===== config.mk =====
export PLATFORM = sky130hd
export DESIGN_NAME = lbm_addr_gen
export DESIGN_NICKNAME = d
export VERILOG_FILES = /design/src/rtl/lbm_pkg.sv /design/src/rtl/lbm_addr_gen.sv
export SDC_FILE = /design/constraint.sdc
export NUM_CORES = 1
export LEC_CHECK = 0
export ABC_AREA = 1
export BUFFER_PORTS_ARGS = -buffer_cell sky130_fd_sc_hd__buf_2
export CAP_MARGIN = 20
export CELL_PAD_IN_SITES_DETAIL_PLACEMENT = 2
export CELL_PAD_IN_SITES_GLOBAL_PLACEMENT = 2
export CORE_MARGIN = 1
export CORE_UTILIZATION = 36
export CTS_BUF_LIST = sky130_fd_sc_hd__clkbuf_16
export DETAILED_ROUTE_END_ITERATION = 7
export PLACE_DENSITY_LB_ADDON = 0.1
export SYNTH_ARGS = -nofsm -noshare
export SYNTH_HDL_FRONTEND = slang
export SYNTH_SLANG_ARGS = --single-unit

===== constraint.sdc =====
create_clock -name clk -period 7.7 [get_ports clk]
set_input_delay 1.925 -clock clk [delete_from_list [all_inputs] [get_ports clk]]
set_output_delay 1.925 -clock clk [all_outputs]
set_load 0.02 [all_outputs]

===== src/rtl/lbm_pkg.sv =====
// shared types, constants and helper functions for the d3q19 streaming unit
// no dependencies; used by every module of the block
package lbm_pkg;

  // default lattice limits and fixed field widths
  localparam int MAX_X_DEF          = 16;
  localparam int MAX_Y_DEF          = 16;
  localparam int MAX_Z_DEF          = 16;
  localparam int NUM_COMPONENTS_DEF = 2;
  localparam int DIRECTIONS         = 19;

  localparam int SIZE_W  = 5;
  localparam int COORD_W = 4;
  localparam int DIR_W   = 5;
  localparam int WORD_W  = 64;

  localparam logic [SIZE_W-1:0] SIZE_RESET = 5'd16;

  // result buffer
  localparam int FIFO_DEPTH = 8;
  localparam int FIFO_W     = WORD_W + 1;
  localparam int PTR_W      = $clog2(FIFO_DEPTH);
  localparam int CREDIT_W   = $clog2(FIFO_DEPTH + 1);

  // configuration register indexes
  localparam int CFG_IDX_W = 2;
  localparam logic [CFG_IDX_W-1:0] REG_SIZE_X = 2'd0;
  localparam logic [CFG_IDX_W-1:0] REG_SIZE_Y = 2'd1;
  localparam logic [CFG_IDX_W-1:0] REG_SIZE_Z = 2'd2;

  // item opcodes
  localparam logic OP_WRITE = 1'b0;
  localparam logic OP_READ  = 1'b1;

  // d3q19 direction codes
  localparam logic [DIR_W-1:0] DIR_C  = 5'd0;
  localparam logic [DIR_W-1:0] DIR_E  = 5'd1;
  localparam logic [DIR_W-1:0] DIR_W_ = 5'd2;
  localparam logic [DIR_W-1:0] DIR_N  = 5'd3;
  localparam logic [DIR_W-1:0] DIR_S  = 5'd4;
  localparam logic [DIR_W-1:0] DIR_NW = 5'd5;
  localparam logic [DIR_W-1:0] DIR_NE = 5'd6;
  localparam logic [DIR_W-1:0] DIR_SW = 5'd7;
  localparam logic [DIR_W-1:0] DIR_SE = 5'd8;
  localparam logic [DIR_W-1:0] DIR_T  = 5'd9;
  localparam logic [DIR_W-1:0] DIR_TW = 5'd10;
  localparam logic [DIR_W-1:0] DIR_TE = 5'd11;
  localparam logic [DIR_W-1:0] DIR_TN = 5'd12;
  localparam logic [DIR_W-1:0] DIR_TS = 5'd13;
  localparam logic [DIR_W-1:0] DIR_B  = 5'd14;
  localparam logic [DIR_W-1:0] DIR_BW = 5'd15;
  localparam logic [DIR_W-1:0] DIR_BE = 5'd16;
  localparam logic [DIR_W-1:0] DIR_BN = 5'd17;
  localparam logic [DIR_W-1:0] DIR_BS = 5'd18;

  // velocity component codes
  localparam logic signed [1:0] V_P = 2'sb01;
  localparam logic signed [1:0] V_0 = 2'sb00;
  localparam logic signed [1:0] V_M = 2'sb11;

  typedef struct packed {
    logic signed [1:0] x;
    logic signed [1:0] y;
    logic signed [1:0] z;
  } lbm_vel_t;

  // access command travelling down the pipeline
  typedef struct packed {
    logic valid;
    logic wr;
    logic rd;
    logic range_error;
  } lbm_ctrl_t;

  // lattice velocity of each direction
  function automatic lbm_vel_t dir_vel(logic [DIR_W-1:0] d);
    lbm_vel_t v;
    case (d)
      DIR_C:   v = '{V_0, V_0, V_0};
      DIR_E:   v = '{V_P, V_0, V_0};
      DIR_W_:  v = '{V_M, V_0, V_0};
      DIR_N:   v = '{V_0, V_P, V_0};
      DIR_S:   v = '{V_0, V_M, V_0};
      DIR_NW:  v = '{V_M, V_P, V_0};
      DIR_NE:  v = '{V_P, V_P, V_0};
      DIR_SW:  v = '{V_M, V_M, V_0};
      DIR_SE:  v = '{V_P, V_M, V_0};
      DIR_T:   v = '{V_0, V_0, V_P};
      DIR_TW:  v = '{V_M, V_0, V_P};
      DIR_TE:  v = '{V_P, V_0, V_P};
      DIR_TN:  v = '{V_0, V_P, V_P};
      DIR_TS:  v = '{V_0, V_M, V_P};
      DIR_B:   v = '{V_0, V_0, V_M};
      DIR_BW:  v = '{V_M, V_0, V_M};
      DIR_BE:  v = '{V_P, V_0, V_M};
      DIR_BN:  v = '{V_0, V_P, V_M};
      DIR_BS:  v = '{V_0, V_M, V_M};
      default: v = '{V_0, V_0, V_0};
    endcase
    return v;
  endfunction

  // one periodic step along an axis of n nodes, pos below n
  function automatic logic [SIZE_W-1:0] wrap_step(logic [SIZE_W-1:0] pos,
                                                  logic signed [1:0] v,
                                                  logic [SIZE_W-1:0] n);
    logic [SIZE_W:0] inc;
    logic [SIZE_W-1:0] res;
    inc = {1'b0, pos} + (SIZE_W+1)'(1);
    if (v == V_P) begin
      res = (inc >= {1'b0, n}) ? '0 : inc[SIZE_W-1:0];
    end else if (v == V_M) begin
      res = (pos == '0) ? n - SIZE_W'(1) : pos - SIZE_W'(1);
    end else begin
      res = pos;
    end
    return res;
  endfunction

  // size register saturated at the axis limit
  function automatic logic [SIZE_W-1:0] clamp_size(logic [SIZE_W-1:0] r, int lim);
    logic [SIZE_W-1:0] res;
    res = (int'(r) > lim) ? SIZE_W'(lim) : r;
    return res;
  endfunction

endpackage


===== src/rtl/lbm_addr_gen.sv =====
// coordinate check, periodic neighbour step and linear store address
// depends on lbm_pkg
module lbm_addr_gen #(
  parameter int MAX_X          = lbm_pkg::MAX_X_DEF,
  parameter int MAX_Y          = lbm_pkg::MAX_Y_DEF,
  parameter int MAX_Z          = lbm_pkg::MAX_Z_DEF,
  parameter int NUM_COMPONENTS = lbm_pkg::NUM_COMPONENTS_DEF,
  parameter int AW             = 18
) (
  input  logic                              clk,
  input  logic                              rst,
  input  logic                              in_valid,
  input  logic                              opcode,
  input  logic                              component,
  input  logic [lbm_pkg::COORD_W-1:0]       node_x,
  input  logic [lbm_pkg::COORD_W-1:0]       node_y,
  input  logic [lbm_pkg::COORD_W-1:0]       node_z,
  input  logic [lbm_pkg::DIR_W-1:0]         direction,
  input  logic [lbm_pkg::WORD_W-1:0]        value,
  input  logic [lbm_pkg::SIZE_W-1:0]        size_x,
  input  logic [lbm_pkg::SIZE_W-1:0]        size_y,
  input  logic [lbm_pkg::SIZE_W-1:0]        size_z,
  output lbm_pkg::lbm_ctrl_t                acc_ctrl,
  output logic [AW-1:0]                     acc_addr,
  output logic [lbm_pkg::WORD_W-1:0]        acc_data
);

  localparam int PW = $clog2(NUM_COMPONENTS * MAX_Z * MAX_Y);

  logic [lbm_pkg::SIZE_W-1:0] nx, ny, nz;
  logic [lbm_pkg::SIZE_W-1:0] src_x, src_y, src_z;
  logic [lbm_pkg::SIZE_W-1:0] cx, cy, cz;
  lbm_pkg::lbm_vel_t          vel;
  logic                       range_err;
  logic                       sel_ok;
  lbm_pkg::lbm_ctrl_t         ctrl_in;

  // stage a registers
  lbm_pkg::lbm_ctrl_t         a_ctrl;
  logic [lbm_pkg::SIZE_W-1:0] a_x, a_y, a_z;
  logic                       a_comp;
  logic [lbm_pkg::DIR_W-1:0]  a_dir;
  logic [lbm_pkg::WORD_W-1:0] a_data;

  // stage b registers
  lbm_pkg::lbm_ctrl_t         b_ctrl;
  logic [PW-1:0]              b_part;
  logic [lbm_pkg::SIZE_W-1:0] b_x;
  logic [lbm_pkg::DIR_W-1:0]  b_dir;
  logic [lbm_pkg::WORD_W-1:0] b_data;

  // range check and neighbour node
  always_comb begin
    nx    = lbm_pkg::clamp_size(size_x, MAX_X);
    ny    = lbm_pkg::clamp_size(size_y, MAX_Y);
    nz    = lbm_pkg::clamp_size(size_z, MAX_Z);
    src_x = {1'b0, node_x};
    src_y = {1'b0, node_y};
    src_z = {1'b0, node_z};
    range_err = (src_x >= nx) || (src_y >= ny) || (src_z >= nz);
    sel_ok    = (direction < lbm_pkg::DIR_W'(lbm_pkg::DIRECTIONS)) &&
                (int'(component) < NUM_COMPONENTS);
    vel = lbm_pkg::dir_vel(direction);
    if (opcode == lbm_pkg::OP_READ) begin
      cx = src_x;
      cy = src_y;
      cz = src_z;
    end else begin
      cx = lbm_pkg::wrap_step(src_x, vel.x, nx);
      cy = lbm_pkg::wrap_step(src_y, vel.y, ny);
      cz = lbm_pkg::wrap_step(src_z, vel.z, nz);
    end
    ctrl_in.valid       = in_valid;
    ctrl_in.wr          = in_valid && !range_err && sel_ok && (opcode == lbm_pkg::OP_WRITE);
    ctrl_in.rd          = in_valid && !range_err && sel_ok && (opcode == lbm_pkg::OP_READ);
    ctrl_in.range_error = range_err;
  end

  // control pipeline
  always_ff @(posedge clk) begin
    if (rst) begin
      a_ctrl   <= '0;
      b_ctrl   <= '0;
      acc_ctrl <= '0;
    end else begin
      a_ctrl   <= ctrl_in;
      b_ctrl   <= a_ctrl;
      acc_ctrl <= b_ctrl;
    end
  end

  // payload pipeline: node coordinates folded into a linear address
  always_ff @(posedge clk) begin
    a_x    <= cx;
    a_y    <= cy;
    a_z    <= cz;
    a_comp <= component;
    a_dir  <= direction;
    a_data <= value;

    b_part <= PW'((AW'(a_comp) * AW'(MAX_Z) + AW'(a_z)) * AW'(MAX_Y) + AW'(a_y));
    b_x    <= a_x;
    b_dir  <= a_dir;
    b_data <= a_data;

    acc_addr <= AW'((AW'(b_part) * AW'(MAX_X) + AW'(b_x)) * AW'(lbm_pkg::DIRECTIONS)
                    + AW'(b_dir));
    acc_data <= b_data;
  end

endmodule


==> impl_metrics.json, run 1 <==
{
  "syn_nets": 1122,
  "leakage_nw": 5.73,
  "start_kind": "register",
  "seq_area_frac_synth": 0.563,
  "syn2layout_area_growth_pct": 23.7,
  "gp_congestion": 0.771,
  "grt_pass1_vias": 7276,
  "ys_async_sr_fraction": 0,
  "cts-buffers-inserted": 28,
  "r2r_setup_slack_ps": 3670,
  "track_usage": 0.181,
  "worst_hold_path.endpoint": "acc_data[39]$_DFF_P_",
  "avgSynthCellArea_um2": 10.1,
  "firstDrtPassIters": 6,
  "crit_fanout": 4,
  "final_cell_mix": "262 x dfxtp_1, 186 x buf_2, 146 x nand2_1",
  "core_um2": 25300,
  "timing.final.ws_setup_ps": 3670,
  "multi_input_area_um2": 3510,
  "seq_area_um2": 5250,
  "cts-root-buf": "clkbuf_16",
  "ir_drop_v": 0.000216,
  "slowest_delay_ps": 530,
  "synth.cell_area_um2": 9310,
  "hold_depth": 0,
  "post_cts_buffers": 0,
  "rsz0062_at_grt": "no",
  "period_share": 0.523,
  "maxCapViolations": 0,
  "wl_per_cell_um": 15.6,
  "ys_ff_latch": 262,
  "row_count": 58,
  "fillers": 2764,
  "timing.rr.start": "b_x[4]$_DFF_P_",
  "die_height_um": 163,
  "crit_family": "adder cells",
  "layout-drive-gt1-share": 0.236,
  "cts_max_level": 1,
  "grt_first_pass_wirelength_um": 37700,
  "power.density_nw_per_um2": 309,
  "yosysUniqueCellTypes": 35,
  "synth_area_leaders": "dfxtp_1 56%, ha_1 11%, nand2_1 5.9%",
  "relSlewSlack": 0.534,
  "num-nets-final": 1332,
  "final_antenna_net_count": 0,
  "period_needed_ps": 4030,
  "finalSetupViolations": 0,
  "path_clk_slew_ps": 60,
  "num_vias": 6636,
  "cts_buffer_depth": 3,
  "cts_tree": "built",
  "final_common_cell": "dfxtp_1",
  "drt_first_iter_violations": 204,
  "min-delay-start": "b_data[39]$_DFF_P_",
  "yosysTopAreaCell": "dfxtp_1",
  "finalHoldViolCount": 0,
  "synth_top_area_frac": 0.563,
  "place_hpwl_um": 17600,
  "synthCells": 922,
  "cts_resized": 0,
  "via_per_inst": 4.47,
  "crit_slowest_cell": "fa_1",
  "grt_max_degree": 17,
  "status": "finished, final reports clean",
  "arrival_ps": 4450,
  "portBuffers": 186,
  "finalPower_mw": 3.56,
  "worstPathBufferInverterCount": 4,
  "pre_cts_slack_ps": 3730,
  "critPathRequiredTime_ps": 8120,
  "hp-class": "reg2reg",
  "crit_type": "reg2reg",
  "postRouteWirelength_um": 23100,
  "path_cells": "ha_1 -> inv_1 -> nor2_2 -> nand3_2 -> nor2_2 -> nand2_2 -> nor3b_1 -> ha_1 -> ha_1 -> inv_1 -> fa_1 -> inv_1 -> ha_1 -> nand2_1 -> nor3_1 -> inv_1 -> o211ai_1 -> nor2_1 -> xor2_1",
  "yosys_warnings": 0,
  "synth_edf_count": 0,
  "finalSetupTns_ps": 0,
  "clock.fmax_mhz": 248,
  "cts.sinks": 262,
  "timing.rr.end": "acc_addr[16]$_DFF_P_",
  "final_util": 0.456,
  "globalRoute.totalOverflow": 0,
  "timing.final.max_slew_violations": 0,
  "drc_errors": 0,
  "clk_latency_ps": 550,
  "dieWidth_um": 163,
  "io_pins": 187,
  "die_area_um2": 26500,
  "r2r.worst_path.cells": 19,
  "finClkSkew_ps": 15.1,
  "initial_core_util": 0.369,
  "cts_hold_buf": 0,
  "ys.flop_type": "dfxtp_1",
  "antenna_found_initial": 1,
  "tightestPinTransition_ps": 692,
  "end_kind": "register"
}
## layer usage
| layer | routed length, um | part of all wire | global-route usage | vias to the layer above |
|---|---|---|---|---|
| li1 | - | - | - | 3335 |
| met1 | 9540 | 0.41 | 0.207 | 3139 |
| met2 | 12300 | 0.53 | 0.341 | 124 |
| met3 | 839 | 0.036 | 0.0285 | 38 |
| met4 | 508 | 0.022 | 0.0531 | 0 |
| met5 | 0 | 0 | 0 | - |
## metrics by stage
stage | instances | instance area, um2 | hold slack [ps]
2_1_floorplan | 922 | 9310 | 310
3_3_place_gp | 1432 | 10600 | 310
3_5_place_dp | 1432 | 10600 | 313
4_1_cts | 1483 | 11500 | 322
5_1_grt | 1484 | 11500 | 327
6_report | 1484 | 11500 | 320
## cell families after synthesis
logic type,count (synthesis),share of synthesized area
buffers and inverters,148,0.0603
and+or+nand+nor,306,0.153
adders and majority gates,99,0.145
xor gates and xnor gates,34,0.0340
AOI/OAI and AO/OA,73,0.0445
DFF,262,0.563
## state kept, by name, indices dropped and copies added, names as in the netlist
| signal | count |
|---|---|
| a_dir | 5 |
| a_ctrl | 4 |
| b_data | 64 |
| b_ctrl | 4 |
| a_data | 64 |
| b_part | 9 |
| acc_ctrl | 4 |
| b_x | 5 |
| a_y | 5 |
| a_x | 5 |
| acc_data | 64 |
| a_comp | 1 |
| b_dir | 5 |
| a_z | 5 |
| acc_addr | 18 |
## Yosys cell counts, drive strengths merged (3+ instances only)
cell	number
a21oi	34
ha	84
o21ai	25
xnor2	9
nor2	70
inv	142
o21a	4
xor2	25
buf	3
nand4	17
dfxtp	262
nand3	51
nor3	7
nand2	157
fa	15
clkbuf	3
## how the worst max path moves through the flow
stage / start / endpoint / depth (start not counted)
2_1_floorplan: b_part[0]$_DFF_P_ / acc_addr[17]$_DFF_P_ / 24
3_3_place_gp: b_part[0]$_DFF_P_ / acc_addr[17]$_DFF_P_ / 24
3_5_place_dp: b_part[0]$_DFF_P_ / acc_addr[17]$_DFF_P_ / 24
4_1_cts: b_x[4]$_DFF_P_ / acc_addr[16]$_DFF_P_ / 19
5_1_grt: b_part[0]$_DFF_P_ / acc_addr[16]$_DFF_P_ / 19
6_report: b_x[4]$_DFF_P_ / acc_addr[16]$_DFF_P_ / 19
## layout make-up
| cell class | instances | area share |
|---|---|---|
| multi-input cells | 512 | 0.304 |
| clock buffers | 28 | 0.0608 |
| diodes | 1 | 0.000217 |
| repair buffers | 186 | 0.0808 |
| flip-flops and latches | 262 | 0.455 |
| well taps | 330 | 0.0358 |
| clock inverters | 23 | 0.0167 |
| inverters | 142 | 0.0462 |
## report_power, final
group	leakage (nW)	total, mW	internal (mW)	switching, mW
combinational	3.08	0.762	0.283	0.479
sequential	2.21	1.52	1.48	0.0399
clock	0.445	1.28	0.733	0.544
total	5.73	3.56	2.50	1.06
No activity file was read; power rests on OpenSTA's default activity.
==> run 2: changes to the inputs <==
--- a/config.mk
+++ b/config.mk
@@ -11,7 +11,7 @@
 export CELL_PAD_IN_SITES_DETAIL_PLACEMENT = 2
 export CELL_PAD_IN_SITES_GLOBAL_PLACEMENT = 2
 export CORE_MARGIN = 1
-export CORE_UTILIZATION = 36
+export CORE_UTILIZATION = 34
 export CTS_BUF_LIST = sky130_fd_sc_hd__clkbuf_16
 export DETAILED_ROUTE_END_ITERATION = 7
 export PLACE_DENSITY_LB_ADDON = 0.1
==> constraint.sdc (replaced) <==
create_clock -name clk -period 3.86 [get_ports clk]
set_input_delay 0.965 -clock clk [delete_from_list [all_inputs] [get_ports clk]]
set_output_delay 0.965 -clock clk [all_outputs]
set_load 0.02 [all_outputs]
==> run 2 against run 1 <==
Worst setup slack got worse by 3400 ps. Maximum frequency increased by 11%. Die area increased by 5.8%. Clock power increased by 100%. Clock-buffer cell count unchanged. Sequential share of layout area decreased by 0.70 points. Sequential power increased by 99%. First-iteration DRC count decreased by 37%. Critical path type unchanged. Largest cell class unchanged. Largest power group unchanged. Cell area increased by 1.6%. Global-route usage decreased by 2.1 points. Via count increased by 0.74%. Cell count increased by 1.2%.
==> impl_metrics.json, run 2 (synthesis results as in run 1) <==
{
  "cts_buffer_depth": 3,
  "die_area_um2": 28100,
  "status": "finished, final reports clean",
  "cts.sinks": 262,
  "top_regs": "a_data (64), acc_data (64), b_data (64)",
  "grt_pass1_vias": 7130,
  "dieWidth_um": 168,
  "slowest_delay_ps": 530,
  "arrival_ps": 4060,
  "wl_per_cell_um": 14.9,
  "finClkSkew_ps": 22.4,
  "via_per_inst": 4.45,
  "drc_errors": 0,
  "power.net_switching_mw": 2.15,
  "r2r.worst_path.cells": 24,
  "crit_family": "adder cells",
  "globalRoute.totalOverflow": 0,
  "p_sw_frac": 0.295,
  "worstPathBufferInverterCount": 4,
  "track_usage": 0.160,
  "grt_max_degree": 17,
  "syn2layout_area_growth_pct": 25.8,
  "clk_latency_ps": 550,
  "grt_first_pass_wirelength_um": 36000,
  "place_hpwl_um": 17000,
  "timing.final.ws_setup_ps": 241,
  "comb_power_share": 0.224,
  "finalHoldViolCount": 0,
  "final_antenna_net_count": 0,
  "die_height_um": 168,
  "period_share": 0.938,
  "wl_met1_um": 9310,
  "io_pins": 187,
  "drt_first_iter_violations": 128,
  "finalSetupViolations": 0,
  "final_cell_mix": "259 x dfxtp_1, 186 x buf_2, 143 x nand2_1",
  "finalSetupTns_ps": 0,
  "portBuffers": 186,
  "final_common_cell": "dfxtp_1",
  "hold_depth": 0,
  "timing.final.max_slew_violations": 0,
  "initial_core_util": 0.347,
  "crit_type": "reg2reg",
  "hp-class": "reg2reg",
  "dp_cells": 1446,
  "maxCapViolations": 0,
  "firstDrtPassIters": 4,
  "gp_congestion": 0.766,
  "clock.fmax_mhz": 276,
  "period_needed_ps": 3620,
  "cts_tree": "built",
  "ir_drop_v": 0.000422,
  "tightestPinTransition_ps": 740,
  "p_int_mw": 5.12,
  "relSlewSlack": 0.502,
  "num_vias": 6685,
  "wl_met2_um": 11700,
  "core_um2": 26900,
  "leakage_nw": 5.80,
  "finalPower_mw": 7.26,
  "cts-root-buf": "clkbuf_16",
  "rsz0062_at_grt": "yes",
  "path_cells": "ha_2 -> ha_2 -> nand2_1 -> nor2_4 -> nand2_1 -> nor2_2 -> xnor2_1 -> inv_1 -> ha_1 -> ha_1 -> inv_1 -> fa_1 -> inv_1 -> ha_4 -> nand2_1 -> a21oi_1 -> nor3_2 -> nand3_2 -> nand2_2 -> inv_1 -> nand2_2 -> nand3_2 -> nand2_1 -> nand2_1",
  "layout-drive-gt1-share": 0.255,
  "crit_slowest_cell": "fa_1",
  "highest_layer": "met4",
  "instances_no_fill": 1502,
  "row_count": 60,
  "cts_max_level": 1,
  "power_frac_seq": 0.418,
  "path_clk_slew_ps": 60,
  "num-nets-final": 1339,
  "crit_fanout": 5,
  "clockPowerShare": 0.359,
  "dr_wl_met3_um": 871,
  "power.density_nw_per_um2": 620,
  "pre_cts_slack_ps": -139,
  "antenna_found_initial": 1,
  "start_kind": "register",
  "cts-buffers-inserted": 28,
  "cp.depth": 24,
  "cp_common_cell": "nand2_1",
  "critPathRequiredTime_ps": 4300,
  "final_util": 0.436,
  "end_kind": "register",
  "postRouteWirelength_um": 22400
}
==> run 2: metal layers <==
metal | GRT usage | vias up
li1 | - | 3343
met4 | 0.0443 | 0
met1 | 0.181 | 3187
met5 | 0 | -
met2 | 0.305 | 122
met3 | 0.0281 | 33
==> run 2: area by class of cell <==
type / instances / area [um2]
fillers: 2894 / 15200
multi-input cells: 512 / 3600
clock buffers: 28 / 701
flip-flops and latches: 262 / 5250
inverters: 142 / 533
diodes: 1 / 2.50
repair buffers: 193 / 983
clock inverters: 23 / 219
well taps: 341 / 427
==> run 2: power groups by stage <==
stage,logic [mW],clock network [mW],registers (mW)
final,1.63,2.61,3.03
after global routing,1.85,2.80,3.05
after CTS,1.63,2.70,3.04
after detailed placement,1.57,0,3.09
after global placement,1.52,0,3.08
after floorplan,0.896,0,3.24
==> run 2: stage by stage <==
| step | hold WS, ps | cell area (um2) |
|---|---|---|
| floorplan | 310 | 9310 |
| global placement | 310 | 10700 |
| detailed placement | 313 | 10700 |
| CTS | 307 | 11700 |
| global route | 311 | 11700 |
| finish | 310 | 11700 |
==> run 2: repair_timing <==
action,4_1_cts,5_1_grt
buffers inserted,4,0
setup endpoints to repair,4,6
resized for setup,5,18
hold buffers,0,0
pin swaps,4,6
==> run 2: worst paths after layout <==
| path | startpoint | endpoint | slack (ps) |
|---|---|---|---|
| worst min-delay path | b_data[47]$_DFF_P_ | acc_data[47]$_DFF_P_ | 310 |
| worst max-delay path | b_part[0]$_DFF_P_ | acc_addr[17]$_DFF_P_ | 240 |
| worst max register to register | b_part[0]$_DFF_P_ | acc_addr[17]$_DFF_P_ | 240 |
| worst min register to register | b_data[47]$_DFF_P_ | acc_data[47]$_DFF_P_ | 310 |
