`src/rtl/lbm_pkg.sv`:
```
// shared types, constants and helper functions for the d3q19 streaming unit
// no dependencies; used by every module of the block
package lbm_pkg;

  // default lattice limits and fixed field widths
  localparam int MAX_X_DEF          = 16;
  localparam int MAX_Y_DEF          = 16;
  localparam int MAX_Z_DEF          = 16;
  localparam int NUM_COMPONENTS_DEF = 2;
  localparam int DIRECTIONS         = 19;

  localparam int SIZE_W  = 5;
  localparam int COORD_W = 4;
  localparam int DIR_W   = 5;
  localparam int WORD_W  = 64;

  localparam logic [SIZE_W-1:0] SIZE_RESET = 5'd16;

  // result buffer
  localparam int FIFO_DEPTH = 8;
  localparam int FIFO_W     = WORD_W + 1;
  localparam int PTR_W      = $clog2(FIFO_DEPTH);
  localparam int CREDIT_W   = $clog2(FIFO_DEPTH + 1);

  // configuration register indexes
  localparam int CFG_IDX_W = 2;
  localparam logic [CFG_IDX_W-1:0] REG_SIZE_X = 2'd0;
  localparam logic [CFG_IDX_W-1:0] REG_SIZE_Y = 2'd1;
  localparam logic [CFG_IDX_W-1:0] REG_SIZE_Z = 2'd2;

  // item opcodes
  localparam logic OP_WRITE = 1'b0;
  localparam logic OP_READ  = 1'b1;

  // d3q19 direction codes
  localparam logic [DIR_W-1:0] DIR_C  = 5'd0;
  localparam logic [DIR_W-1:0] DIR_E  = 5'd1;
  localparam logic [DIR_W-1:0] DIR_W_ = 5'd2;
  localparam logic [DIR_W-1:0] DIR_N  = 5'd3;
  localparam logic [DIR_W-1:0] DIR_S  = 5'd4;
  localparam logic [DIR_W-1:0] DIR_NW = 5'd5;
  localparam logic [DIR_W-1:0] DIR_NE = 5'd6;
  localparam logic [DIR_W-1:0] DIR_SW = 5'd7;
  localparam logic [DIR_W-1:0] DIR_SE = 5'd8;
  localparam logic [DIR_W-1:0] DIR_T  = 5'd9;
  localparam logic [DIR_W-1:0] DIR_TW = 5'd10;
  localparam logic [DIR_W-1:0] DIR_TE = 5'd11;
  localparam logic [DIR_W-1:0] DIR_TN = 5'd12;
  localparam logic [DIR_W-1:0] DIR_TS = 5'd13;
  localparam logic [DIR_W-1:0] DIR_B  = 5'd14;
  localparam logic [DIR_W-1:0] DIR_BW = 5'd15;
  localparam logic [DIR_W-1:0] DIR_BE = 5'd16;
  localparam logic [DIR_W-1:0] DIR_BN = 5'd17;
  localparam logic [DIR_W-1:0] DIR_BS = 5'd18;

  // velocity component codes
  localparam logic signed [1:0] V_P = 2'sb01;
  localparam logic signed [1:0] V_0 = 2'sb00;
  localparam logic signed [1:0] V_M = 2'sb11;

  typedef struct packed {
    logic signed [1:0] x;
    logic signed [1:0] y;
    logic signed [1:0] z;
  } lbm_vel_t;

  // access command travelling down the pipeline
  typedef struct packed {
    logic valid;
    logic wr;
    logic rd;
    logic range_error;
  } lbm_ctrl_t;

  // lattice velocity of each direction
  function automatic lbm_vel_t dir_vel(logic [DIR_W-1:0] d);
    lbm_vel_t v;
    case (d)
      DIR_C:   v = '{V_0, V_0, V_0};
      DIR_E:   v = '{V_P, V_0, V_0};
      DIR_W_:  v = '{V_M, V_0, V_0};
      DIR_N:   v = '{V_0, V_P, V_0};
      DIR_S:   v = '{V_0, V_M, V_0};
      DIR_NW:  v = '{V_M, V_P, V_0};
      DIR_NE:  v = '{V_P, V_P, V_0};
      DIR_SW:  v = '{V_M, V_M, V_0};
      DIR_SE:  v = '{V_P, V_M, V_0};
      DIR_T:   v = '{V_0, V_0, V_P};
      DIR_TW:  v = '{V_M, V_0, V_P};
      DIR_TE:  v = '{V_P, V_0, V_P};
      DIR_TN:  v = '{V_0, V_P, V_P};
      DIR_TS:  v = '{V_0, V_M, V_P};
      DIR_B:   v = '{V_0, V_0, V_M};
      DIR_BW:  v = '{V_M, V_0, V_M};
      DIR_BE:  v = '{V_P, V_0, V_M};
      DIR_BN:  v = '{V_0, V_P, V_M};
      DIR_BS:  v = '{V_0, V_M, V_M};
      default: v = '{V_0, V_0, V_0};
    endcase
    return v;
  endfunction

  // one periodic step along an axis of n nodes, pos below n
  function automatic logic [SIZE_W-1:0] wrap_step(logic [SIZE_W-1:0] pos,
                                                  logic signed [1:0] v,
                                                  logic [SIZE_W-1:0] n);
    logic [SIZE_W:0] inc;
    logic [SIZE_W-1:0] res;
    inc = {1'b0, pos} + (SIZE_W+1)'(1);
    if (v == V_P) begin
      res = (inc >= {1'b0, n}) ? '0 : inc[SIZE_W-1:0];
    end else if (v == V_M) begin
      res = (pos == '0) ? n - SIZE_W'(1) : pos - SIZE_W'(1);
    end else begin
      res = pos;
    end
    return res;
  endfunction

  // size register saturated at the axis limit
  function automatic logic [SIZE_W-1:0] clamp_size(logic [SIZE_W-1:0] r, int lim);
    logic [SIZE_W-1:0] res;
    res = (int'(r) > lim) ? SIZE_W'(lim) : r;
    return res;
  endfunction

endpackage

```
`src/rtl/lbm_out_fifo.sv`:
```
// result buffer between the store pipeline and the output beat
// depends on lbm_pkg
module lbm_out_fifo (
  input  logic                       clk,
  input  logic                       rst,
  input  logic                       push,
  input  logic [lbm_pkg::FIFO_W-1:0] push_data,
  output logic                       out_valid,
  input  logic                       out_ready,
  output logic [lbm_pkg::FIFO_W-1:0] out_data
);

  logic [lbm_pkg::FIFO_W-1:0]   buf_mem [lbm_pkg::FIFO_DEPTH];
  logic [lbm_pkg::PTR_W-1:0]    wr_ptr;
  logic [lbm_pkg::PTR_W-1:0]    rd_ptr;
  logic [lbm_pkg::CREDIT_W-1:0] count;
  logic                         pop;

  assign out_valid = (count != '0);
  assign pop       = out_valid && out_ready;
  assign out_data  = buf_mem[rd_ptr];

  // storage
  always_ff @(posedge clk) begin
    if (push) begin
      buf_mem[wr_ptr] <= push_data;
    end
  end

  // pointers and fill level
  always_ff @(posedge clk) begin
    if (rst) begin
      wr_ptr <= '0;
      rd_ptr <= '0;
      count  <= '0;
    end else begin
      if (push) begin
        wr_ptr <= wr_ptr + lbm_pkg::PTR_W'(1);
      end
      if (pop) begin
        rd_ptr <= rd_ptr + lbm_pkg::PTR_W'(1);
      end
      count <= count + lbm_pkg::CREDIT_W'(push) - lbm_pkg::CREDIT_W'(pop);
    end
  end

`ifndef SYNTH
  // never overrun
  a_no_overflow: assert property (@(posedge clk) disable iff (rst)
    push && !pop |-> count < lbm_pkg::CREDIT_W'(lbm_pkg::FIFO_DEPTH))
    else $error("result buffer overrun");
`endif

endmodule

```
`config.mk`:
```
export PLATFORM = sky130hd
export DESIGN_NAME = lbm_out_fifo
export DESIGN_NICKNAME = d
export VERILOG_FILES = /design/src/rtl/lbm_pkg.sv /design/src/rtl/lbm_out_fifo.sv
export SDC_FILE = /design/constraint.sdc
export NUM_CORES = 1
export LEC_CHECK = 0
export ABC_AREA = 1
export BUFFER_PORTS_ARGS = -buffer_cell sky130_fd_sc_hd__clkbuf_2
export CAP_MARGIN = 20
export CORE_MARGIN = 2
export CORE_UTILIZATION = 50
export DETAILED_ROUTE_END_ITERATION = 6
export PLACE_DENSITY = 0.71
export SLEW_MARGIN = 10
export SYNTH_ARGS = -nofsm -noshare
export SYNTH_HDL_FRONTEND = slang
export SYNTH_SLANG_ARGS = --single-unit
```
`constraint.sdc`:
```
create_clock -name clk -period 3.6 [get_ports clk]
set_clock_uncertainty 0.15 [all_clocks]
set_input_delay 0.18 -clock clk [delete_from_list [all_inputs] [get_ports clk]]
set_output_delay 0.18 -clock clk [all_outputs]
set_load 0.05 [all_outputs]
```
==> results.sh, run 1 <==
export IMPL_start_util_pct=50.5
export IMPL_syn_avg_cell_area_um2=10.0
export IMPL_drive_above_1_share_pct=10.2
export IMPL_vias=15600
export IMPL_path_max_fanout=76
export IMPL_finalCritPeriodShare_pct=87.9
export IMPL_tightest_slew_ns=1.05
export IMPL_cap_violations=0
export IMPL_synth_area_um2=23400
export IMPL_outcome="complete, no violations"
export IMPL_end_kind="output port"
export IMPL_critical_path_most_common_cell="nand2_1"
export IMPL_cts_sinks=533
export IMPL_final_antenna_net_count=0
export IMPL_crit_path_start_kind="flip-flop"
export IMPL_clock_fmax_ghz=0.316
export IMPL_antenna_found_initial=1
export IMPL_synth_cells=2335
export IMPL_ys_seq_elements=533
export IMPL_synth_warnings=0
export IMPL_num_antenna_cells=0
export IMPL_cts_buffers=53
export IMPL_drt_iter0_drc=1226
export IMPL_hp_class="in2reg"
export IMPL_worst_ep_required_time_ns=3.27
export IMPL_cts_tree="done"
export IMPL_placedInstanceArea_um2=24600
export IMPL_cts_buffer_depth=3
export IMPL_slowest_stage="buf_4"
export IMPL_finalWirelength_um=51300
export IMPL_crit_type="reg2out"
export IMPL_worstPathArrival_ns=2.84
export IMPL_row_count=79
export IMPL_io_buffers=134
export IMPL_clk_pin_slew_ns=0.06
export IMPL_final_common_cell="nand2_1"
export IMPL_htreeDepth=2
export IMPL_grt_pass1_wl_um=79400
export IMPL_power_density_nw_per_um2=633
export IMPL_rsz0062_at_grt="false"
export IMPL_crit_chain="buf_4 > nand2_1 > nand3_1 > nand2_1 > nand2_1 > nand2_1 > clkbuf_2"
export IMPL_die_h_um=220
export IMPL_grt_max_degree=145
export IMPL_critPathTopFamily="buffers and inverters"
export IMPL_final_max_slew_viol_count=0
export IMPL_dieArea_um2=48600
export IMPL_grt_use_total_pct=21.3
export IMPL_yosysUniqueCellTypes=23
export IMPL_cts_root_buf="clkbuf_16"
export IMPL_crit_buf_inv=2
export IMPL_dr_pass1_iters=5
export IMPL_dp_hpwl_um=25900
export IMPL_synth_fp_nets=2411
export IMPL_drc_errors=0
export IMPL_setup_viol=0
export IMPL_power_w=0.0171
export IMPL_syn_to_final_growth_pct=15.1
export IMPL_die_w_um=220
export IMPL_grt_overflow_total=0
export IMPL_slew_headroom_pct=29.8
export IMPL_core_area_um2=46400
export IMPL_post_cts_buffers=0
export IMPL_final_cell_mix="nand2_1, inv_1, edfxtp_1"
export IMPL_place_inst=3000
export IMPL_place_congestion=0.785
export IMPL_finalHoldViolations=0
export IMPL_insertion_delay_ns=0.58
export IMPL_ir_drop_uv=519
export IMPL_grt_pass1_vias=15000
export IMPL_cp_slowest_stage_delay_ns=0.76
export IMPL_power_leakage_nw=12.4
export IMPL_vias_per_cell=4.92
export IMPL_avgRoutedWirePerCell_um=16.2
export IMPL_io_pin_count=135
export IMPL_finalCriticalPeriod_ns=3.17
export IMPL_fin_cells=3166
export IMPL_yosysSeqAreaShare_pct=67.8
export IMPL_nNetsFinal=2592
export IMPL_stdcell_area_um2=27000
[power by group]
part | internal (W) | total [W] | switching, W
clock | 0.00297 | 0.00522 | 0.00225
combinational | 0.00118 | 0.00476 | 0.00358
sequential | 0.00699 | 0.00708 | 0.0000943
[per-layer routing]
layer,wire length (um),GRT usage [%],vias to the layer above
li1,-,-,7618
met1,22200,28.0,7411
met2,25000,36.7,443
met3,3010,3.01,88
met4,1050,6.73,2
met5,14,0,-
[sequential cells by signal, summed over array words and instances, names as in the netlist, named ones only]
signal	count
buf_mem	520
count	4
rd_ptr	3
wr_ptr	3
[stage by stage]
| step | setup TNS (ns) | util, % | hold slack, ns | worst slack, ns |
|---|---|---|---|---|
| 5_1_grt | 0 | 58.2 | 0.200 | 0.285 |
| 3_5_place_dp | 0 | 53.2 | 0.245 | 1.06 |
| 2_1_floorplan | -93.00 | - | 0.0967 | -0.358 |
| 3_3_place_gp | 0 | 53.2 | 0.241 | 1.10 |
| 6_report | 0 | 58.2 | 0.197 | 0.435 |
| 4_1_cts | 0 | 58.2 | 0.158 | 0.429 |
[worst min-delay path, stage by stage]
cell and delay [ns]:
dlygate4sd3_1 0.53, clkbuf_2 0.14, nor2_1 0.04
[timing repair]
action / CTS / global route
hold buffers: 68 / 0
resized for setup: 0 / 0
hold endpoints to repair: 533 / 0
[kinds of logic after synthesis]
logic type	after synthesis	share of synthesized area, %
AND/OR/NAND/NOR	1145	20.2
AO/OA/AOI/OAI	12	0.256
buffers and inverters	638	11.3
adder cells (fa/ha/maj)	7	0.406
flip-flops	533	67.8
[synthesized netlist by cell type]
| master | count | area (um2) |
|---|---|---|
| o21ai_0 | 4 | 20.0 |
| nand3_1 | 266 | 1330 |
| ha_1 | 6 | 75.1 |
| buf_8 | 6 | 90.1 |
| or2_1 | 1 | 6.26 |
| inv_1 | 535 | 2010 |
| inv_2 | 2 | 7.51 |
| or2_2 | 1 | 6.26 |
| nor2_1 | 18 | 67.6 |
| buf_4 | 7 | 52.6 |
| buf_1 | 3 | 11.3 |
| dfxtp_1 | 13 | 260 |
| clkbuf_1 | 9 | 33.8 |
| edfxtp_1 | 520 | 15600 |
| buf_2 | 68 | 340 |
| a21oi_1 | 8 | 40.0 |
| fa_1 | 1 | 20.0 |
| nand2_2 | 10 | 62.6 |
| nand2_1 | 839 | 3150 |
| buf_6 | 4 | 45.0 |
| buf_12 | 3 | 60.1 |
| inv_6 | 1 | 8.76 |
| nand2_4 | 10 | 113 |
[worst paths after layout]
kind | start | to | slack [ns] | cells after the start
worst min-delay path | rst | count[1]$_SDFF_PP0_ | 0.20 | 3
worst max-delay path | flip-flop | out_data[22] | 0.43 | 7
worst max register to register | count[2]$_SDFF_PP0_ | count[2]$_SDFF_PP0_ | 1.22 | 10
worst min register to register | wr_ptr[0]$_SDFFE_PP0P_ | wr_ptr[0]$_SDFFE_PP0P_ | 0.36 | 2
[cell type report]
cell class | instances | area, um2
tap | 607 | 759
timing repair buffer | 226 | 1710
clock inverter | 24 | 161
inverter | 538 | 2030
sequential | 533 | 15900
multi-input combinational | 1164 | 4950
clock buffer | 74 | 1470
fill | 3758 | 19400
(Power assumes the default switching activity.)
==> inputs of run 2 (changes only) <==
--- a/constraint.sdc
+++ b/constraint.sdc
@@ -4,2 +4,2 @@
 set_output_delay 0.18 -clock clk [all_outputs]
-set_load 0.05 [all_outputs]
+set_load 0.02 [all_outputs]
==> run 2 against run 1 <==
First-iteration DRC count grew 5.7%. Via count down 0.13%. Combinational power fell by 18%. Sequential power about the same. Worst setup slack improved by 0.026 ns. Core utilization increased by 0.30 points. Sequential share of layout area down 0.30 points. Critical endpoint is now out_data[47]. Sequential cell count is the same. Wire length is essentially flat. Power decreased by 3.5%. Highest routed layer unchanged.
==> results.sh, run 2 (synthesized netlist as in run 1, its figures left out) <==
export IMPL_critical_path_most_common_cell="nand2_1"
export IMPL_finalCritPeriodShare_pct=87.2
export IMPL_tightest_slew_ns=1.04
export IMPL_drt_iter0_drc=1296
export IMPL_final_max_slew_viol_count=0
export IMPL_drc_errors=0
export IMPL_power_w=0.0165
export IMPL_dieArea_um2=48600
export IMPL_core_area_um2=46400
export IMPL_rsz0062_at_grt="false"
export IMPL_die_h_um=220
export IMPL_wl_met2_um=24600
export IMPL_r2r_start="wr_ptr[0]$_SDFFE_PP0P_"
export IMPL_critPathTopFamily="buffers and inverters"
export IMPL_clock_fmax_ghz=0.319
export IMPL_cts_sinks=533
export IMPL_grt_max_degree=229
export IMPL_worst_ep_required_time_ns=3.27
export IMPL_worstPathArrival_ns=2.81
export IMPL_dp_hpwl_um=26600
export IMPL_cts_root_buf="clkbuf_16"
export IMPL_power_leakage_nw=12.5
export IMPL_grt_pass1_wl_um=80400
export IMPL_slew_headroom_pct=30.5
export IMPL_place_congestion=0.751
export IMPL_place_inst=3005
export IMPL_highest_layer="met5"
export IMPL_avgRoutedWirePerCell_um=16.1
export IMPL_ir_drop_uv=460
export IMPL_dr_pass1_iters=7
export IMPL_cp_slowest_stage_delay_ns=0.77
export IMPL_m1WireLength_um=22600
export IMPL_finalWirelength_um=51300
export IMPL_start_util_pct=50.5
export IMPL_power_density_nw_per_um2=608
export IMPL_final_antenna_net_count=0
export IMPL_vias_per_cell=4.89
export IMPL_grt_pass1_vias=15100
export IMPL_crit_type="reg2out"
export IMPL_reg_top3="buf_mem: 520 flops, count: 4 flops"
export IMPL_end_kind="output port"
export IMPL_grt_overflow_total=0
export IMPL_htreeDepth=2
export IMPL_nNetsFinal=2599
export IMPL_post_cts_buffers=0
export IMPL_hold_start="rst"
export IMPL_path_max_fanout=228
export IMPL_outcome="complete, no violations"
export IMPL_die_w_um=220
export IMPL_cap_violations=0
export IMPL_grt_use_total_pct=21.4
export IMPL_io_pin_count=135
export IMPL_antenna_found_initial=3
export IMPL_fin_cells=3176
export IMPL_cts_buffers=54
export IMPL_drive_above_1_share_pct=10.8
export IMPL_row_count=79
export IMPL_holdWs_ns=0.202
export IMPL_regMostFlops="buf_mem"
export IMPL_syn_to_final_growth_pct=15.7
export IMPL_cts_buffer_depth=3
export IMPL_cts_tree="done"
export IMPL_io_buffers=134
export IMPL_hp_class="in2reg"
export IMPL_finalCriticalPeriod_ns=3.14
export IMPL_crit_path_start_kind="flip-flop"
export IMPL_largest_reg_flops=520
export IMPL_setup_viol=0
export IMPL_wl_met3_um=3150
export IMPL_crit_chain="buf_12 > nand2_1 > nand3_1 > nand2_1 > nand2_1 > nand2_1 > clkbuf_2"
export IMPL_clk_pin_slew_ns=0.06
export IMPL_crit_buf_inv=2
export IMPL_insertion_delay_ns=0.58
export IMPL_vias=15500
export IMPL_finalHoldViolations=0
export IMPL_slowest_stage="buf_12"
export IMPL_final_cell_mix="nand2_1, inv_1, edfxtp_1"
export IMPL_final_common_cell="nand2_1"
-- run 2: path summary, 6_finish.rpt --
check	cells after the start	slack (ns)	endpoint
max	7	0.46	out_data[47]
min	3	0.20	count[0]$_SDFF_PP0_
max reg2reg	3	1.32	buf_mem[0][14]$_DFFE_PP_
min reg2reg	2	0.36	flip-flop
-- run 2: cell type report --
| cell class | count | area [um2] |
|---|---|---|
| Multi-Input combinational cell | 1164 | 4950 |
| Timing Repair Buffer | 232 | 1740 |
| Clock buffer | 68 | 1430 |
| Tap cell | 607 | 759 |
| Fill cell | 3703 | 19300 |
| Antenna cell | 3 | 7.51 |
| Inverter | 538 | 2030 |
| Sequential cell | 533 | 15900 |
| Clock inverter | 31 | 302 |
-- run 2: routing by layer --
layer / up-vias / track usage (%)
met2: 454 / 35.3
met3: 80 / 3.88
met4: 2 / 5.19
met1: 7383 / 29.6
met5: - / 0
li1: 7623 / -
-- run 2: what timing repair did --
action                    CTS  global route
hold endpoints to repair  533             0
hold buffers               69             0
gates resized for setup     0             0
-- run 2: worst register-to-register path, delay by kind of cell (launching register included) --
kind	cells	cell delay, ns
flops	1	0.33
simple gates	2	1.14
buf+inv	1	0.36
-- run 2: per-stage QoR --
stage,worst slack (ns),setup TNS [ns],util [%],instance area [um2]
2_1_floorplan,-0.358,-93.00,-,23400
3_3_place_gp,1.14,0,53.2,24700
3_5_place_dp,1.07,0,53.2,24700
4_1_cts,0.414,0,58.4,27100
5_1_grt,0.224,0,58.4,27100
6_report,0.461,0,58.5,27100
-- run 2: power by group --
| group | switching (W) | internal [W] | total, W |
|---|---|---|---|
| combinational | 0.00272 | 0.00117 | 0.00389 |
| clock | 0.00229 | 0.00322 | 0.00551 |
| sequential | 0.0000891 | 0.00699 | 0.00708 |
| total | 0.00510 | 0.0114 | 0.0165 |
==> inputs of run 3 (changes only) <==
PLACE_DENSITY = 0.75   (was 0.71)
==> run 3 against run 2 <==
Critical path depth is the same. Wire length grew 1.6%. Global-route usage grew 0.50 points. Design area shrank 0.51%. First-iteration DRC count grew 10%. Register-to-register slack is essentially flat. Sequential cell count is the same. Sequential power is essentially flat. Power shrank 1.3%. Sequential share of layout area grew 0.30 points. Maximum frequency grew 5.1%. Non-clock buffer count shrank 5. Critical path type unchanged. Largest power group unchanged.
==> results.sh, run 3 (synthesized netlist as in run 1, its figures left out) <==
export IMPL_p_sw_share_pct=31.3
export IMPL_dieArea_um2=48600
export IMPL_worst_ep_required_time_ns=3.27
export IMPL_slew_headroom_pct=17.5
export IMPL_p_clk_share_pct=32.2
export IMPL_grt_max_degree=261
export IMPL_largest_reg_flops=520
export IMPL_power_w=0.0163
export IMPL_ir_drop_uv=479
export IMPL_tightest_slew_ns=1.24
export IMPL_post_cts_resized=0
export IMPL_final_antenna_net_count=0
export IMPL_cts_buffer_depth=3
export IMPL_intPower_w=0.0112
export IMPL_finalSetupTns_ns=0
export IMPL_die_w_um=220
export IMPL_syn_to_final_growth_pct=15.1
export IMPL_switchingPower_w=0.00509
export IMPL_finalCritPeriodShare_pct=83.0
export IMPL_row_count=79
export IMPL_dp_hpwl_um=27500
export IMPL_cap_violations=0
export IMPL_hp_class="in2reg"
export IMPL_pwr_share_seq_pct=43.3
export IMPL_io_buffers=134
export IMPL_grt_pass1_wl_um=81400
export IMPL_pwr_share_comb_pct=24.5
export IMPL_htreeDepth=2
export IMPL_rsz0062_at_grt="false"
export IMPL_crit_type="reg2out"
export IMPL_fill_cells=3655
export IMPL_worstPathArrival_ns=2.66
export IMPL_cts_buffers=54
export IMPL_finalWirelength_um=52100
export IMPL_setup_viol=0
export IMPL_fin_ws_ns=0.614
export IMPL_start_util_pct=50.5
export IMPL_drt_iter0_drc=1431
export IMPL_path_max_fanout=260
export IMPL_final_max_slew_viol_count=0
export IMPL_io_pin_count=135
export IMPL_grt_overflow_total=0
export IMPL_final_cell_mix="nand2_1, inv_1, edfxtp_1"
export IMPL_final_common_cell="nand2_1"
export IMPL_regMostFlops="buf_mem"
export IMPL_core_area_um2=46400
export IMPL_pre_cts_slack_ns=1.26
export IMPL_clock_fmax_ghz=0.335
export IMPL_insertion_delay_ns=0.60
export IMPL_finalCriticalPeriod_ns=2.99
export IMPL_grt_use_total_pct=21.9
export IMPL_antenna_found_initial=5
export IMPL_end_kind="output port"
export IMPL_place_congestion=0.756
export IMPL_grt_pass1_vias=15600
export IMPL_power_density_nw_per_um2=603
export IMPL_vias=15600
export IMPL_die_h_um=220
export IMPL_power_leakage_nw=12.4
export IMPL_nNetsFinal=2594
export IMPL_reg_top3="buf_mem: 520 flops, count: 4 flops"
export IMPL_vias_per_cell=4.94
export IMPL_holdWs_ns=0.189
export IMPL_drive_above_1_share_pct=10.2
export IMPL_drc_errors=0
export IMPL_crit_path_start_kind="flip-flop"
export IMPL_cts_sinks=533
export IMPL_outcome="complete, no violations"
export IMPL_cts_root_buf="clkbuf_16"
export IMPL_dr_pass1_iters=5
export IMPL_finalHoldViolations=0
export IMPL_clk_pin_slew_ns=0.06
export IMPL_cts_tree="done"
export IMPL_avgRoutedWirePerCell_um=16.4
## run 3: changes by cell type in the layout (fill, tap and decap cells not counted)
cell / previous run / this run
clkbuf_16: 55 / 57
buf_4: 16 / 12
diode_2: 3 / 2
clkinv_1: 6 / 13
bufinv_16: 6 / 2
buf_12: 13 / 12
inv_6: 1 / 0
clkinv_2: 18 / 7
clkinvlp_4: 0 / 2
clkbuf_1: 13 / 15
## run 3: power groups by stage
stage               combinational [W]  sequential (W)  clock (W)
finish                        0.00398         0.00705    0.00524
global route                  0.00444         0.00706    0.00558
CTS                           0.00401         0.00705    0.00531
detailed placement            0.00392         0.00718          0
global placement              0.00382         0.00717          0
floorplan                     0.00283         0.00716          0
## run 3: cell type report
type / count / area (um2) / share of cell area, %
well taps: 607 / 759 / 2.82
clock inverters: 24 / 159 / 0.589
clock buffers: 72 / 1480 / 5.50
multi-input cells: 1164 / 4950 / 18.4
inverters: 538 / 2030 / 7.53
diodes: 2 / 5.00 / 0.0186
repair buffers: 227 / 1690 / 6.27
flip-flops and latches: 533 / 15900 / 58.9
## run 3: per-stage QoR
step | instances | area [um2] | util [%]
floorplan | 2335 | 23400 | -
global placement | 3000 | 24600 | 53.1
detailed placement | 3000 | 24600 | 53.1
CTS | 3165 | 27000 | 58.1
global route | 3167 | 27000 | 58.2
finish | 3167 | 27000 | 58.2
## run 3: what timing repair did
| item | 4_1_cts | 5_1_grt |
|---|---|---|
| buffers inserted | 0 | 0 |
| setup endpoints to repair | 0 | 0 |
| hold buffers | 69 | 0 |
| endpoints found under the hold margin | 533 | 0 |
## run 3: path summary, 6_finish.rpt
kind	slack, ns	endpoint	from	cells past startpoint
setup reg to reg	1.32	count[0]$_SDFF_PP0_	count[2]$_SDFF_PP0_	9
hold reg to reg	0.35	wr_ptr[0]$_SDFFE_PP0P_	wr_ptr[0]$_SDFFE_PP0P_	2
hold / removal	0.19	count[1]$_SDFF_PP0_	rst	3
setup / recovery	0.61	out_data[37]	flip-flop	7
## run 3: metal layers
layer | up-vias | GRT usage [%] | wire (um)
met4 | 6 | 6.44 | 1090
met5 | - | 0 | 33
met1 | 7472 | 29.1 | 22200
met3 | 94 | 4.18 | 3510
met2 | 467 | 36.8 | 25300
li1 | 7598 | - | -
## run 3: worst max-delay path, cell delays in order, from the launching register on
cell and delay [ns]:
dfxtp_4 0.39, buf_12 0.79, nand2_1 0.15, nand3_1 0.13, nand2_1 0.06, nand2_1 0.05
nand2_1 0.09, clkbuf_2 0.16
